**config.mk**
```make
export PLATFORM = sky130hd
export DESIGN_NAME = key_repeat_level_control_top
export DESIGN_NICKNAME = d
export VERILOG_FILES = /design/src/sv/krlc_pkg.sv /design/src/sv/key_repeat_level_control_top.sv /design/src/sv/krlc_keys.sv /design/src/sv/krlc_levels.sv
export SDC_FILE = /design/constraint.sdc
export NUM_CORES = 1
export LEC_CHECK = 0
export ABC_CLOCK_PERIOD_IN_PS = 8700
export BUFFER_PORTS_ARGS = -buffer_cell sky130_fd_sc_hd__buf_4
export CAP_MARGIN = 20
export CORE_UTILIZATION = 40
export DETAILED_ROUTE_END_ITERATION = 10
export HOLD_SLACK_MARGIN = 0.03
export PLACE_DENSITY = 0.55
export REMOVE_ABC_BUFFERS = 1
export SLEW_MARGIN = 40
export SYNTH_ARGS = -nofsm -noshare
export SYNTH_HDL_FRONTEND = slang
export SYNTH_SLANG_ARGS = --single-unit
```
**constraint.sdc**
```tcl
create_clock -name clk -period 8.7 [get_ports clk]
set_input_delay 0.435 -clock clk [delete_from_list [all_inputs] [get_ports clk]]
set_output_delay 0.435 -clock clk [all_outputs]
set_load 0.01 [all_outputs]
```
**src/sv/krlc_pkg.sv**
```systemverilog
// Package for the key repeat level control block.
// Transaction types, key codes, register indexes and reset values.
// No dependencies.
package krlc_pkg;

  localparam int unsigned CFG_IDX_W  = 3;
  localparam int unsigned CFG_DATA_W = 16;

  // register indexes
  localparam logic [CFG_IDX_W-1:0] REG_VOL_CEIL         = 3'd0;
  localparam logic [CFG_IDX_W-1:0] REG_BRI_CEIL         = 3'd1;
  localparam logic [CFG_IDX_W-1:0] REG_REPEAT_DELAY     = 3'd2;
  localparam logic [CFG_IDX_W-1:0] REG_REPEAT_PERIOD    = 3'd3;
  localparam logic [CFG_IDX_W-1:0] REG_SLEEP_GAP        = 3'd4;
  localparam logic [CFG_IDX_W-1:0] REG_VOLUME_START     = 3'd5;
  localparam logic [CFG_IDX_W-1:0] REG_BRIGHTNESS_START = 3'd6;

  // register reset values
  localparam logic [7:0]  VOL_CEIL_RST         = 8'd20;
  localparam logic [7:0]  BRI_CEIL_RST         = 8'd10;
  localparam logic [15:0] REPEAT_DELAY_RST     = 16'd300;
  localparam logic [15:0] REPEAT_PERIOD_RST    = 16'd100;
  localparam logic [15:0] SLEEP_GAP_RST        = 16'd1000;
  localparam logic [7:0]  VOLUME_START_RST     = 8'd0;
  localparam logic [7:0]  BRIGHTNESS_START_RST = 8'd0;

  // item kinds and key decode
  localparam logic        KIND_KEY      = 1'b0;
  localparam logic        KIND_TICK     = 1'b1;
  localparam logic [15:0] EV_TYPE_KEY   = 16'd1;
  localparam logic [15:0] CODE_MENU_KEY = 16'd27;
  localparam logic [15:0] CODE_UP_KEY   = 16'd12;
  localparam logic [15:0] CODE_DOWN_KEY = 16'd11;
  localparam logic [31:0] KEY_VALUE_MAX = 32'd2;

  typedef struct packed {
    logic               kind;
    logic [15:0]        event_type;
    logic [15:0]        key_code;
    logic signed [31:0] key_value;
    logic [31:0]        now_ms;
  } in_item_t;

  typedef struct packed {
    logic [7:0] volume;
    logic [7:0] brightness;
    logic       changed;
  } out_item_t;

  // step request from key tracking to level stepping
  typedef struct packed {
    logic menu;
    logic up;
    logic down;
  } step_req_t;

endpackage

```
**src/sv/key_repeat_level_control_top.sv**
```systemverilog
// Top level of the key repeat level control block.
// Depends on krlc_pkg, krlc_keys and krlc_levels.
//
// Key events and poll ticks enter one transaction per clock. Each accepted
// transaction lands in an input register; from there the key tracker
// and the level stepper process it in one pass and a poll tick writes its
// result (volume, brightness, changed) into the output register, so out_valid
// rises once the tick leaves the input register. Key events give no result.
// Throughput is one transaction per cycle; the input side stalls
// only while a tick sits in the input register and the output register
// still holds a result that is not taken. Configuration writes land at
// once; a write to volume_start or brightness_start also reloads that level.
module key_repeat_level_control_top (
  input  logic                                  clk,
  input  logic                                  rst_n,
  // input channel
  input  logic                                  in_valid,
  output logic                                  in_stall,
  input  krlc_pkg::in_item_t                    in_data,
  // result channel
  output logic                                  out_valid,
  input  logic                                  out_stall,
  output krlc_pkg::out_item_t                   out_data,
  // configuration writes
  input  logic                                  cfg_we,
  input  logic [krlc_pkg::CFG_IDX_W-1:0]        cfg_index,
  input  logic [krlc_pkg::CFG_DATA_W-1:0]       cfg_data
);

  // configuration registers
  logic [7:0]  vol_ceil_r, bri_ceil_r;
  logic [15:0] repeat_delay_r, repeat_period_r, sleep_gap_r;
  logic        load_volume, load_brightness;

  // input register stage
  krlc_pkg::in_item_t  s1_r;
  logic                s1_valid_r;
  logic                s1_go;
  logic                s1_tick;
  logic                in_take;

  // output register stage
  krlc_pkg::out_item_t out_r;
  logic                out_valid_r;
  logic                out_room;

  krlc_pkg::step_req_t req;
  krlc_pkg::out_item_t lvl_res;

  assign load_volume     = cfg_we && (cfg_index == krlc_pkg::REG_VOLUME_START);
  assign load_brightness = cfg_we && (cfg_index == krlc_pkg::REG_BRIGHTNESS_START);

  always_ff @(posedge clk) begin
    if (!rst_n) begin
      vol_ceil_r      <= krlc_pkg::VOL_CEIL_RST;
      bri_ceil_r      <= krlc_pkg::BRI_CEIL_RST;
      repeat_delay_r  <= krlc_pkg::REPEAT_DELAY_RST;
      repeat_period_r <= krlc_pkg::REPEAT_PERIOD_RST;
      sleep_gap_r     <= krlc_pkg::SLEEP_GAP_RST;
    end else if (cfg_we) begin
      case (cfg_index)
        krlc_pkg::REG_VOL_CEIL:      vol_ceil_r      <= cfg_data[7:0];
        krlc_pkg::REG_BRI_CEIL:      bri_ceil_r      <= cfg_data[7:0];
        krlc_pkg::REG_REPEAT_DELAY:  repeat_delay_r  <= cfg_data;
        krlc_pkg::REG_REPEAT_PERIOD: repeat_period_r <= cfg_data;
        krlc_pkg::REG_SLEEP_GAP:     sleep_gap_r     <= cfg_data;
        default: ; // start values live in the level stepper
      endcase
    end
  end

  // Stage 1 advances unless it holds a tick and the output is blocked.
  assign s1_tick  = s1_valid_r && (s1_r.kind == krlc_pkg::KIND_TICK);
  assign out_room = !out_valid_r || !out_stall;
  assign s1_go    = s1_valid_r && ((s1_r.kind == krlc_pkg::KIND_KEY) || out_room);
  assign in_stall = s1_valid_r && !s1_go;
  assign in_take  = in_valid && !in_stall;

  always_ff @(posedge clk) begin
    if (!rst_n) begin
      s1_valid_r <= 1'b0;
    end else begin
      s1_valid_r <= in_take || (s1_valid_r && !s1_go);
    end
  end

  always_ff @(posedge clk) begin
    if (in_take) begin
      s1_r <= in_data;
    end
  end

  krlc_keys u_keys (
    .clk           (clk),
    .rst_n         (rst_n),
    .item_en       (s1_go),
    .item          (s1_r),
    .repeat_delay  (repeat_delay_r),
    .repeat_period (repeat_period_r),
    .sleep_gap     (sleep_gap_r),
    .req           (req)
  );

  krlc_levels u_levels (
    .clk             (clk),
    .rst_n           (rst_n),
    .step_en         (s1_go && s1_tick),
    .req             (req),
    .vol_ceil        (vol_ceil_r),
    .bri_ceil        (bri_ceil_r),
    .load_volume     (load_volume),
    .load_brightness (load_brightness),
    .load_value      (cfg_data[7:0]),
    .res             (lvl_res)
  );

  // output register: a tick's result loads whenever the slot frees up
  always_ff @(posedge clk) begin
    if (!rst_n) begin
      out_valid_r <= 1'b0;
    end else if (s1_go && s1_tick) begin
      out_valid_r <= 1'b1;
    end else if (!out_stall) begin
      out_valid_r <= 1'b0;
    end
  end

  always_ff @(posedge clk) begin
    if (s1_go && s1_tick) begin
      out_r <= lvl_res;
    end
  end

  assign out_valid = out_valid_r;
  assign out_data  = out_r;

`ifndef NO_ASSERTIONS
  // every tick that leaves stage 1 shows up as a result
  a_tick_result: assert property (@(posedge clk) disable iff (!rst_n)
    s1_go && s1_tick |=> out_valid_r)
    else $error("tick transaction produced no result");

  // a key event never produces a result
  a_key_silent: assert property (@(posedge clk) disable iff (!rst_n)
    s1_go && !s1_tick && (!out_valid_r || !out_stall) |=> !out_valid_r)
    else $error("key event produced a result");

  // stage 1 only stalls on a tick facing a blocked output
  a_stall_cause: assert property (@(posedge clk) disable iff (!rst_n)
    in_stall |-> s1_tick && out_valid_r && out_stall)
    else $error("input stalled without cause");
`endif

endmodule

```
**src/sv/krlc_keys.sv**
```systemverilog
// Key tracking for the key repeat level control block: held/fresh/armed
// flags, repeat due times, sleep gap detection. Uses krlc_pkg.
module krlc_keys (
  input  logic                clk,
  input  logic                rst_n,
  input  logic                item_en,
  input  krlc_pkg::in_item_t  item,
  input  logic [15:0]         repeat_delay,
  input  logic [15:0]         repeat_period,
  input  logic [15:0]         sleep_gap,
  output krlc_pkg::step_req_t req
);

  logic        menu_held_r, menu_held_nxt;
  logic        up_held_r, up_held_nxt, up_fresh_r, up_fresh_nxt, up_armed_r, up_armed_nxt;
  logic        dn_held_r, dn_held_nxt, dn_fresh_r, dn_fresh_nxt, dn_armed_r, dn_armed_nxt;
  logic [31:0] up_due_r, up_due_nxt, dn_due_r, dn_due_nxt;
  logic [31:0] last_tick_r, last_tick_nxt;
  logic        started_r, started_nxt;

  logic        key_ok, key_on;
  logic [31:0] now, gap;
  logic        asleep;
  logic [31:0] up_due_c, dn_due_c;
  logic        menu_c, up_held_c, up_fresh_c, dn_held_c, dn_fresh_c;
  logic        up_go, dn_go;

  always_comb begin
    now    = item.now_ms;
    key_ok = (item.event_type == krlc_pkg::EV_TYPE_KEY) &&
             ($unsigned(item.key_value) <= krlc_pkg::KEY_VALUE_MAX);
    key_on = (item.key_value != 32'sd0);

    gap    = now - last_tick_r;
    asleep = started_r && (gap > {16'd0, sleep_gap});

    // arming happens before the sleep clear, which then wipes it
    up_due_c   = asleep ? 32'd0 : (up_armed_r ? now + {16'd0, repeat_delay} : up_due_r);
    dn_due_c   = asleep ? 32'd0 : (dn_armed_r ? now + {16'd0, repeat_delay} : dn_due_r);
    menu_c     = menu_held_r && !asleep;
    up_held_c  = up_held_r && !asleep;
    up_fresh_c = up_fresh_r && !asleep;
    dn_held_c  = dn_held_r && !asleep;
    dn_fresh_c = dn_fresh_r && !asleep;

    up_go = up_fresh_c || (up_held_c && (now >= up_due_c));
    dn_go = dn_fresh_c || (dn_held_c && (now >= dn_due_c));

    req.menu = menu_c;
    req.up   = up_go;
    req.down = dn_go;

    menu_held_nxt = menu_held_r;
    up_held_nxt   = up_held_r;
    up_fresh_nxt  = up_fresh_r;
    up_armed_nxt  = up_armed_r;
    up_due_nxt    = up_due_r;
    dn_held_nxt   = dn_held_r;
    dn_fresh_nxt  = dn_fresh_r;
    dn_armed_nxt  = dn_armed_r;
    dn_due_nxt    = dn_due_r;
    last_tick_nxt = last_tick_r;
    started_nxt   = started_r;

    if (item.kind == krlc_pkg::KIND_TICK) begin
      menu_held_nxt = menu_c;
      up_held_nxt   = up_held_c;
      up_fresh_nxt  = 1'b0;
      up_armed_nxt  = 1'b0;
      up_due_nxt    = (up_go && !up_fresh_c) ? up_due_c + {16'd0, repeat_period} : up_due_c;
      dn_held_nxt   = dn_held_c;
      dn_fresh_nxt  = 1'b0;
      dn_armed_nxt  = 1'b0;
      dn_due_nxt    = (dn_go && !dn_fresh_c) ? dn_due_c + {16'd0, repeat_period} : dn_due_c;
      last_tick_nxt = now;
      started_nxt   = 1'b1;
    end else if (key_ok) begin
      if (item.key_code == krlc_pkg::CODE_MENU_KEY) begin
        menu_held_nxt = key_on;
      end else if (item.key_code == krlc_pkg::CODE_UP_KEY) begin
        up_held_nxt  = key_on;
        up_fresh_nxt = key_on;
        up_armed_nxt = up_armed_r || key_on;
      end else if (item.key_code == krlc_pkg::CODE_DOWN_KEY) begin
        dn_held_nxt  = key_on;
        dn_fresh_nxt = key_on;
        dn_armed_nxt = dn_armed_r || key_on;
      end
    end
  end

  always_ff @(posedge clk) begin
    if (!rst_n) begin
      menu_held_r <= 1'b0;
      up_held_r   <= 1'b0;
      up_fresh_r  <= 1'b0;
      up_armed_r  <= 1'b0;
      up_due_r    <= 32'd0;
      dn_held_r   <= 1'b0;
      dn_fresh_r  <= 1'b0;
      dn_armed_r  <= 1'b0;
      dn_due_r    <= 32'd0;
      last_tick_r <= 32'd0;
      started_r   <= 1'b0;
    end else if (item_en) begin
      menu_held_r <= menu_held_nxt;
      up_held_r   <= up_held_nxt;
      up_fresh_r  <= up_fresh_nxt;
      up_armed_r  <= up_armed_nxt;
      up_due_r    <= up_due_nxt;
      dn_held_r   <= dn_held_nxt;
      dn_fresh_r  <= dn_fresh_nxt;
      dn_armed_r  <= dn_armed_nxt;
      dn_due_r    <= dn_due_nxt;
      last_tick_r <= last_tick_nxt;
      started_r   <= started_nxt;
    end
  end

`ifndef NO_ASSERTIONS
  // a fresh up key steps on the tick that follows unless the sleep gap has passed
  a_fresh_steps: assert property (@(posedge clk) disable iff (!rst_n)
    item_en && item.kind == krlc_pkg::KIND_TICK && up_fresh_r && !asleep |-> req.up)
    else $error("fresh up key did not step");

  // after any tick nothing is left fresh or armed
  a_tick_clears: assert property (@(posedge clk) disable iff (!rst_n)
    item_en && item.kind == krlc_pkg::KIND_TICK
    |=> !up_fresh_r && !dn_fresh_r && !up_armed_r && !dn_armed_r && started_r)
    else $error("tick left key state pending");

  // a sleep gap blocks every step
  a_sleep_quiet: assert property (@(posedge clk) disable iff (!rst_n)
    asleep |-> !req.up && !req.down && !req.menu)
    else $error("step requested across sleep gap");
`endif

endmodule

```
**src/sv/krlc_levels.sv**
```systemverilog
// Volume and brightness levels for the key repeat level control block:
// saturating up/down steps and start-value loads. Uses krlc_pkg.
module krlc_levels (
  input  logic                 clk,
  input  logic                 rst_n,
  input  logic                 step_en,
  input  krlc_pkg::step_req_t  req,
  input  logic [7:0]           vol_ceil,
  input  logic [7:0]           bri_ceil,
  input  logic                 load_volume,
  input  logic                 load_brightness,
  input  logic [7:0]           load_value,
  output krlc_pkg::out_item_t  res
);

  logic [7:0] volume_r, volume_nxt, brightness_r, brightness_nxt;
  logic [7:0] lvl, top, lvl_up, lvl_dn;
  logic       up_ok, dn_ok;

  always_comb begin
    lvl    = req.menu ? brightness_r : volume_r;
    top    = req.menu ? bri_ceil : vol_ceil;
    // plus first, minus sees its result
    up_ok  = req.up && (lvl < top);
    lvl_up = up_ok ? lvl + 8'd1 : lvl;
    dn_ok  = req.down && (lvl_up != 8'd0);
    lvl_dn = dn_ok ? lvl_up - 8'd1 : lvl_up;

    volume_nxt     = req.menu ? volume_r : lvl_dn;
    brightness_nxt = req.menu ? lvl_dn : brightness_r;

    res.volume     = volume_nxt;
    res.brightness = brightness_nxt;
    res.changed    = up_ok || dn_ok;
  end

  always_ff @(posedge clk) begin
    if (!rst_n) begin
      volume_r     <= krlc_pkg::VOLUME_START_RST;
      brightness_r <= krlc_pkg::BRIGHTNESS_START_RST;
    end else if (load_volume || load_brightness) begin
      if (load_volume) begin
        volume_r <= load_value;
      end
      if (load_brightness) begin
        brightness_r <= load_value;
      end
    end else if (step_en) begin
      volume_r     <= volume_nxt;
      brightness_r <= brightness_nxt;
    end
  end

`ifndef NO_ASSERTIONS
  // a level moves by at most one per tick
  a_one_step: assert property (@(posedge clk) disable iff (!rst_n)
    step_en && !load_volume && !load_brightness
    |=> ($past(volume_r) == volume_r || $past(volume_r) + 8'd1 == volume_r ||
         $past(volume_r) - 8'd1 == volume_r))
    else $error("volume moved by more than one");

  // only the selected level moves
  a_menu_select: assert property (@(posedge clk) disable iff (!rst_n)
    step_en && req.menu |-> res.volume == volume_r)
    else $error("volume moved while menu held");

  // no change reported means levels held
  a_changed_flag: assert property (@(posedge clk) disable iff (!rst_n)
    !res.changed |-> res.volume == volume_r && res.brightness == brightness_r)
    else $error("level moved without change flag");
`endif

endmodule
```
==> flow_summary_export.csv, run 1 <==
group,metric,value,unit
cts,htreeDepth,2,
critical_path,crit_required,9.10,ns
global_route,antenna_found_initial,0,
sta,fin_skew,0.0273,ns
critical_path,cp_max_fo,6,
flow_run,drv_cap,0,
floorplanning,die_area,50500,um^2
critical_path,crit_path_start_kind,"register",
floorplanning,die_y,225,um
cts,cts_tree,"done",
global_route,grt_pass1_wl,99.9,mm
sta,drv_slew,0,
sta,hold_viol,0,
critical_path,reg2regPathDepth,42,
sta,timing.final.crit_period,8.54,ns
global_route,grt_remaining_overflow,0,
global_route,grt_max_degree,104,
sta,fin_ws,0.161,ns
critical_path,critPathSlowestCell,"or4_4",
global_route,grt_pass1_vias,18315,
sta,finalSetupViolations,0,
finish,layout.nets,2972,
logic_synthesis,ys_seq_area_share,36.0,%
cts,clock_latency,0.57,ns
cts,cts_buffers,39,
route,wl_per_cell,18.8,um
place,dp_cells,3216,
logic_synthesis,synthCells,2286,
route,dr.first_iter.drc_count,1302,
route,drt_wl_total,63.3,mm
route,ant_nets,0,
logic_synthesis,synth_edf_count,114,
sta,rsz0062_at_grt,"yes",
power_and_ir_drop,power_leakage,10.5,nW
finish,post-route-util,52.9,%
finish,fill_cells,4511,
floorplanning,io_pins,140,
critical_path,cpPeakStageDelay,0.51,ns
floorplanning,num_rows,81,
logic_synthesis,synth_cell_type_count,87,
logic_synthesis,synth_area,19900,um^2
sta,tightest_slew,1.06,ns
route,first_pass_iters,5,
sta,fin_crit_sh,98.1,%
logic_synthesis,syn_area_per_cell,8.68,um^2
floorplanning,dieWidth,225,um
floorplanning,start_util,40.6,%
cts,root_buffer,"clkbuf_16",
critical_path,cp-end-kind,"register",
sta,maxSlewHeadroom,28.9,%
power_and_ir_drop,ir_drop,0.152,mV
place,place_congestion,0.899,
finish,layout-drive-gt1-share,22.2,%
finish,antenna_cells,0,
hold_path,min-delay-path-class,"in2reg",
finish,syn_to_final_growth,30.5,%
route,drcViolationCount,0,
critical_path,cp.arrival,8.94,ns
cts,cts.clk_slew.worst_paths,0.06,ns
route,post_drt_via_cell_ratio,5.45,
floorplanning,core_area,49000,um^2
logic_synthesis,yosys_warnings,0,
place,dpl_worst_slack,-0.499,ns
logic_synthesis,ys_ff_latch,300,
logic_synthesis,async_flop_share,0,%
critical_path,worst_path_most_repeated_cell,"buf_4",
cts,clk_path_buf_depth,3,
finish,fin_cells,3372,
cts,cts_sinks,300,
critical_path,worstSetupPathType,"reg2reg",
route,vias,18361,
global_route,grtUsageTotal,25.1,%
power_and_ir_drop,power_density,157,nW/um^2
status,status,"complete, no violations",
place,hpwl,46.6,mm
logic_synthesis,synthFlopType,"dfxtp_1",
place,placement.io_buffers,139,
hold_path,hold_path_depth,1,
sta,timing.fmax,0.117,GHz
report_power, final:
| part | internal [W] | switching, W | total, W | leakage [nW] |
|---|---|---|---|---|
| combinational | 0.000398 | 0.000470 | 0.000868 | 7.21 |
| sequential | 0.00153 | 0.0000437 | 0.00157 | 2.63 |
| clock | 0.000984 | 0.000651 | 0.00164 | 0.620 |
| total | 0.00291 | 0.00117 | 0.00407 | 10.5 |
flip-flops by register name, indices dropped and copies added (netlist names), 8 cells and up:
name / count
u_keys.dn_due_r: 32
u_keys.up_due_r: 32
repeat_delay_r: 16
u_levels.brightness_r: 8
u_keys.last_tick_r: 32
u_levels.volume_r: 8
s1_r: 97
bri_ceil_r: 8
repeat_period_r: 16
out_data: 17
sleep_gap_r: 16
vol_ceil_r: 8
cell usage in the layout (no fill, tap or decap), types with 11 or more instances in the layout:
master,synthesis,final
a31oi_1,18,15
mux2i_1,54,52
nand2_1,355,352
nor2_1,147,132
a21oi_1,149,126
o211ai_1,44,44
a21boi_0,98,91
buf_4,0,386
nand4_1,39,39
o221ai_1,17,17
dfxtp_1,186,183
o211a_1,34,34
clkbuf_16,0,43
o21a_1,14,14
nand2b_1,25,23
nand3_1,49,45
and3_1,15,14
xnor2_1,62,60
a21o_1,39,39
edfxtp_1,114,114
xor2_1,42,39
a21oi_2,4,22
dlygate4sd3_1,0,54
inv_1,125,122
nor2b_1,25,21
nor3_1,25,22
a211oi_1,19,15
or3_1,11,11
o21ai_1,9,17
nor4_1,24,20
o21bai_1,14,14
o21ai_0,98,85
ha_1,169,160
cells in the mapped netlist, drive strengths merged (10+ instances only):
cell type | instances | share of area, %
nand2 | 356 | 6.7
dfxtp | 186 | 19
ha | 169 | 11
a21oi | 153 | 3.9
nor2 | 147 | 2.8
inv | 125 | 2.4
edfxtp | 114 | 17
o21ai | 107 | 2.7
a21boi | 99 | 3.7
clkbuf | 80 | 1.5
xnor2 | 62 | 2.7
mux2i | 54 | 2.7
nand3 | 49 | 1.2
o211ai | 44 | 1.7
xor2 | 42 | 1.9
a21o | 39 | 1.5
nand4 | 39 | 1.2
o211a | 34 | 1.7
nand2b | 25 | 0.79
nor2b | 25 | 0.79
nor3 | 25 | 0.63
nor4 | 25 | 0.86
a211oi | 22 | 0.91
buf | 21 | 0.52
a31oi | 18 | 0.57
o221ai | 17 | 0.75
and3 | 16 | 0.53
o21a | 14 | 0.53
o21bai | 14 | 0.53
and2 | 12 | 0.38
or3 | 11 | 0.35
a211o | 10 | 0.44
o311ai | 10 | 0.44
area by class of cell:
| cell class | count | area [um^2] | share of cell area (%) |
|---|---|---|---|
| Sequential cell | 300 | 7150 | 27.6 |
| Inverter | 125 | 474 | 1.83 |
| Clock inverter | 18 | 169 | 0.652 |
| Timing Repair Buffer | 452 | 3620 | 14.0 |
| Tap cell | 664 | 831 | 3.21 |
| Clock buffer | 53 | 1110 | 4.29 |
| Multi-Input combinational cell | 1760 | 12500 | 48.4 |
per-stage QoR:
step                power, W  hold slack, ns  cell area, um^2  TNS [ns]
finish               0.00407          0.0574            25900         0
global route         0.00427          0.0384            25900     -5.55
CTS                  0.00407          0.0305            25300   -0.0210
detailed placement   0.00238           0.456            23100    -17.21
global placement     0.00236           0.451            23100     -8.69
floorplan            0.00204           0.438            19400     -9.36
final timing paths:
path | end | slack (ns) | startpoint
worst min-delay path | s1_r[28] | 0.06 | in_data[28]
worst max register to register | u_levels.brightness_r[5] | 0.16 | s1_r[1]
worst min register to register | u_keys.last_tick_r[17] | 0.46 | u_keys.last_tick_r[17]
worst max-delay path | u_levels.brightness_r[5] | 0.16 | s1_r[1]
critical path, delay by kind of cell, from the launching register on:
kind,cells,cell delay (ns)
and+or+nand+nor,12,2.40
AOI/OAI and AO/OA,16,2.86
xor gates and xnor gates,3,0.62
DFF,1,0.39
buffers and inverters,8,1.29
adders and majority gates,3,0.87
per-layer routing:
metal	global-route usage [%]	share of wire, %	vias up
li1	-	-	9087
met1	32.9	45	8725
met2	41.8	47	436
met3	3.51	4.7	113
met4	9.19	3.3	0
met5	0	0	-
timing repair:
| item | CTS | global route |
|---|---|---|
| pin swaps | 33 | 69 |
| cloned | 1 | 0 |
| hold endpoints to repair | 54 | 0 |
| setup buffers | 10 | 20 |
| endpoints found under the setup margin | 63 | 75 |
| resized for setup | 51 | 109 |
| hold buffers | 54 | 0 |
logic make-up after synthesis:
logic type	after synthesis	synth area share, %
AND/OR/NAND/NOR	776	18.3
AO/OA/AOI/OAI	644	22.3
flip-flops	300	36.0
multiplexers	63	3.29
adder cells (fa/ha/maj)	173	11.1
XOR/XNOR	104	4.59
buffers and inverters	226	4.40
Note: power is estimated with default switching activity, not from simulation.
==> run 2: changes to the inputs <==
--- a/config.mk
+++ b/config.mk
@@ -5,9 +5,11 @@
 export SDC_FILE = /design/constraint.sdc
 export NUM_CORES = 1
 export LEC_CHECK = 0
+export ABC_AREA = 1
 export ABC_CLOCK_PERIOD_IN_PS = 8700
 export BUFFER_PORTS_ARGS = -buffer_cell sky130_fd_sc_hd__buf_4
 export CAP_MARGIN = 20
+export CORE_ASPECT_RATIO = 0.75
 export CORE_UTILIZATION = 40
 export DETAILED_ROUTE_END_ITERATION = 10
 export HOLD_SLACK_MARGIN = 0.03
==> run 2 against run 1 <==
Net effect:
- core utilization is 5.8 points lower
- sequential share of layout area is 3.4 points higher
- flip-flop and latch count stayed put
- clock skew is 0.0068 ns lower
- non-clock buffer count is 268 lower
- worst setup slack better by 0.83 ns
- synthesized area is 0.37% higher
- register-to-register slack better by 0.83 ns
- final area is 11% lower
- synthesized cell count is 19% higher
- sequential power hardly changed
- via count is 0.90% higher
- critical endpoint is now out_data[15]
==> flow_summary_export.csv, run 2 <==
group,metric,value,unit
floorplanning,num_rows,70,
logic_synthesis,synth_top_area_share,18.7,%
route,top_layer_used,"met4",
floorplanning,dieWidth,260,um
finish,antenna_cells,0,
floorplanning,core_area,49000,um^2
logic_synthesis,yosys_warnings,0,
route,met3_length,4.52,mm
sta,hold_viol,0,
route,dr.first_iter.drc_count,1505,
logic_synthesis,synthFlopType,"dfxtp_1",
global_route,grt_pass1_wl,99.0,mm
sta,timing.fmax,0.130,GHz
finish,fin_cells,3528,
route,wl_per_cell,17.9,um
finish,final_cell_mix,"nand2_1, inv_1, a21oi_1",
sta,fin_skew,0.0205,ns
critical_path,cp.arrival,8.00,ns
logic_synthesis,yosys.area.top_type,"dfxtp_1",
logic_synthesis,synth.most_common_cell,"nand2_1",
sta,timing.final.crit_period,7.71,ns
global_route,grt_pass1_vias,17637,
route,first_pass_iters,5,
cts,cts_buffers,36,
cts,cts_sinks,300,
place,post_dp_cell_area,21700,um^2
cts,root_buffer,"clkbuf_16",
finish,largest_register,"s1_r",
route,post_drt_via_cell_ratio,5.25,
finish,fill_cells,4865,
route,wl_met1,33.1,mm
flow_run,drv_cap,0,
finish,final-seq-area,7150,um^2
floorplanning,start_util,40.7,%
sta,rsz0062_at_grt,"no",
cts,clock_latency,0.56,ns
logic_synthesis,synth_edf_count,114,
cts,cts.clk_slew.worst_paths,0.06,ns
sta,fin_tns_setup,0,ns
sta,fin_crit_sh,88.6,%
place,hpwl,48.2,mm
critical_path,crit_required,9.00,ns
power_and_ir_drop,power_leakage,10.4,nW
cts,cts_tree,"done",
finish,layout.nets,3147,
cts,clk_path_buf_depth,3,
floorplanning,io_pins,140,
route,vias,18527,
global_route,grtUsageTotal,25.0,%
route,drt_wl_total,63.3,mm
sta,finalSetupViolations,0,
finish,largest_register_ff_count,97,
sta,maxSlewHeadroom,45.1,%
critical_path,cpPeakStageDelay,0.56,ns
power_and_ir_drop,power_density,168,nW/um^2
critical_path,critPathSlowestCell,"edfxtp_1",
finish,layout-drive-gt1-share,10.7,%
logic_synthesis,synth_area,19900,um^2
logic_synthesis,ys_ff_latch,300,
cts,post_cts_resized,0,
critical_path,cp_max_fo,29,
finish,syn_to_final_growth,15.7,%
sta,fin_ws,0.995,ns
logic_synthesis,synth_common_cells,"nand2_1, inv_1, a21oi_1, nor2_1, o21ai_0",
status,status,"complete, no violations",
sta,whs,0.0557,ns
power_and_ir_drop,ir_drop,0.134,mV
logic_synthesis,synthCells,2716,
critical_path,worst_path_most_repeated_cell,"nand2_1",
logic_synthesis,async_flop_share,0,%
place,dp_cells,3447,
place,place_congestion,0.923,
sta,drv_slew,0,
sta,tightest_slew,0.816,ns
place,dpl_worst_slack,1.08,ns
logic_synthesis,ys_seq_area_share,35.9,%
critical_path,worstSetupPathType,"reg2reg",
cts,htreeDepth,2,
finish,multi_input_area,11100,um^2
route,ant_nets,0,
logic_synthesis,ys_top_cells_by_area,"dfxtp_1, edfxtp_1, nand2_1, ha_1, a21oi_1",
route,met2WireLength,24.9,mm
critical_path,crit_path_start_kind,"register",
critical_path,cp-end-kind,"register",
global_route,grt_max_degree,85,
finish,final_common_cell,"nand2_1",
place,placement.io_buffers,139,
hold_path,min-delay-path-class,"in2reg",
floorplanning,die_area,50700,um^2
global_route,grt_remaining_overflow,0,
floorplanning,die_y,195,um
global_route,antenna_found_initial,0,
finish,fin_area,23100,um^2
logic_synthesis,synth_cell_type_count,54,
route,drcViolationCount,0,
logic_synthesis,syn_area_per_cell,7.34,um^2
## run 2: changes by cell type in the layout (fill, tap and decap cells not counted), sizes merged, moves of 83 or more
cell    before  now
inv        125  369
a21oi      153  278
nand3       49  132
o21ai      107  228
a21boi      99    4
nand2      356  601
nor2       147  249
buf        396  168
## run 2: kinds of logic (layout without fill, tap and decap cells)
logic type | Yosys count | in the layout | synth area share [%]
multiplexers | 9 | 9 | 0.452
buffers and inverters | 453 | 617 | 8.70
AO/OA/AOI/OAI | 584 | 584 | 15.9
XOR/XNOR | 92 | 92 | 4.04
flip-flops | 300 | 300 | 35.9
AND/OR/NAND/NOR | 1105 | 1105 | 24.0
adder cells (fa/ha/maj) | 173 | 173 | 11.0
## run 2: cell type report
class,count,area share (%)
clock buffers,48,4.42
clock inverters,17,0.841
repair buffers,184,6.18
inverters,368,6.01
multi-input cells,1963,48.0
well taps,648,3.52
flip-flops and latches,300,31.0
## run 2: report_power, final
| group | leakage (nW) | internal [W] | switching (W) |
|---|---|---|---|
| combinational | 7.21 | 0.000260 | 0.000455 |
| clock | 0.592 | 0.000944 | 0.000632 |
| sequential | 2.62 | 0.00153 | 0.0000480 |
## run 2: critical path: cells and delay by family (launching register included)
family	cells	cell delay, ns
AOI/OAI and AO/OA	6	1.12
xor gates and xnor gates	1	0.16
adders and majority gates	4	1.24
buffers and inverters	5	0.78
DFF	1	0.56
and+or+nand+nor	30	3.53
## run 2: per-layer routing
layer  vias to the layer above  track usage (%)
li1                       9312                -
met1                      8606             39.7
met2                       554             35.2
met3                        55             3.84
met4                         0             4.64
met5                         -                0
## run 2: path summary, 6_finish.rpt
kind | startpoint | to | slack [ns] | cells after the start
max reg2reg | s1_r[2] | out_data[15] | 0.99 | 46
min reg2reg | u_keys.last_tick_r[24] | u_keys.last_tick_r[24] | 0.46 | 2
min | in_data[17] | s1_r[17] | 0.06 | 1
max | s1_r[2] | out_data[15] | 0.99 | 46
## run 2: timing repair
item | in CTS | in global routing
buffers inserted | 0 | 0
hold buffers | 16 | 0
hold endpoints to repair | 16 | 0
## run 2: metrics by stage
step | utilization (%) | total power [W]
finish | 47.1 | 0.00387
global route | 47.1 | 0.00405
CTS | 47.1 | 0.00390
floorplan | - | 0.00205
global placement | 44.3 | 0.00229
detailed placement | 44.3 | 0.00230
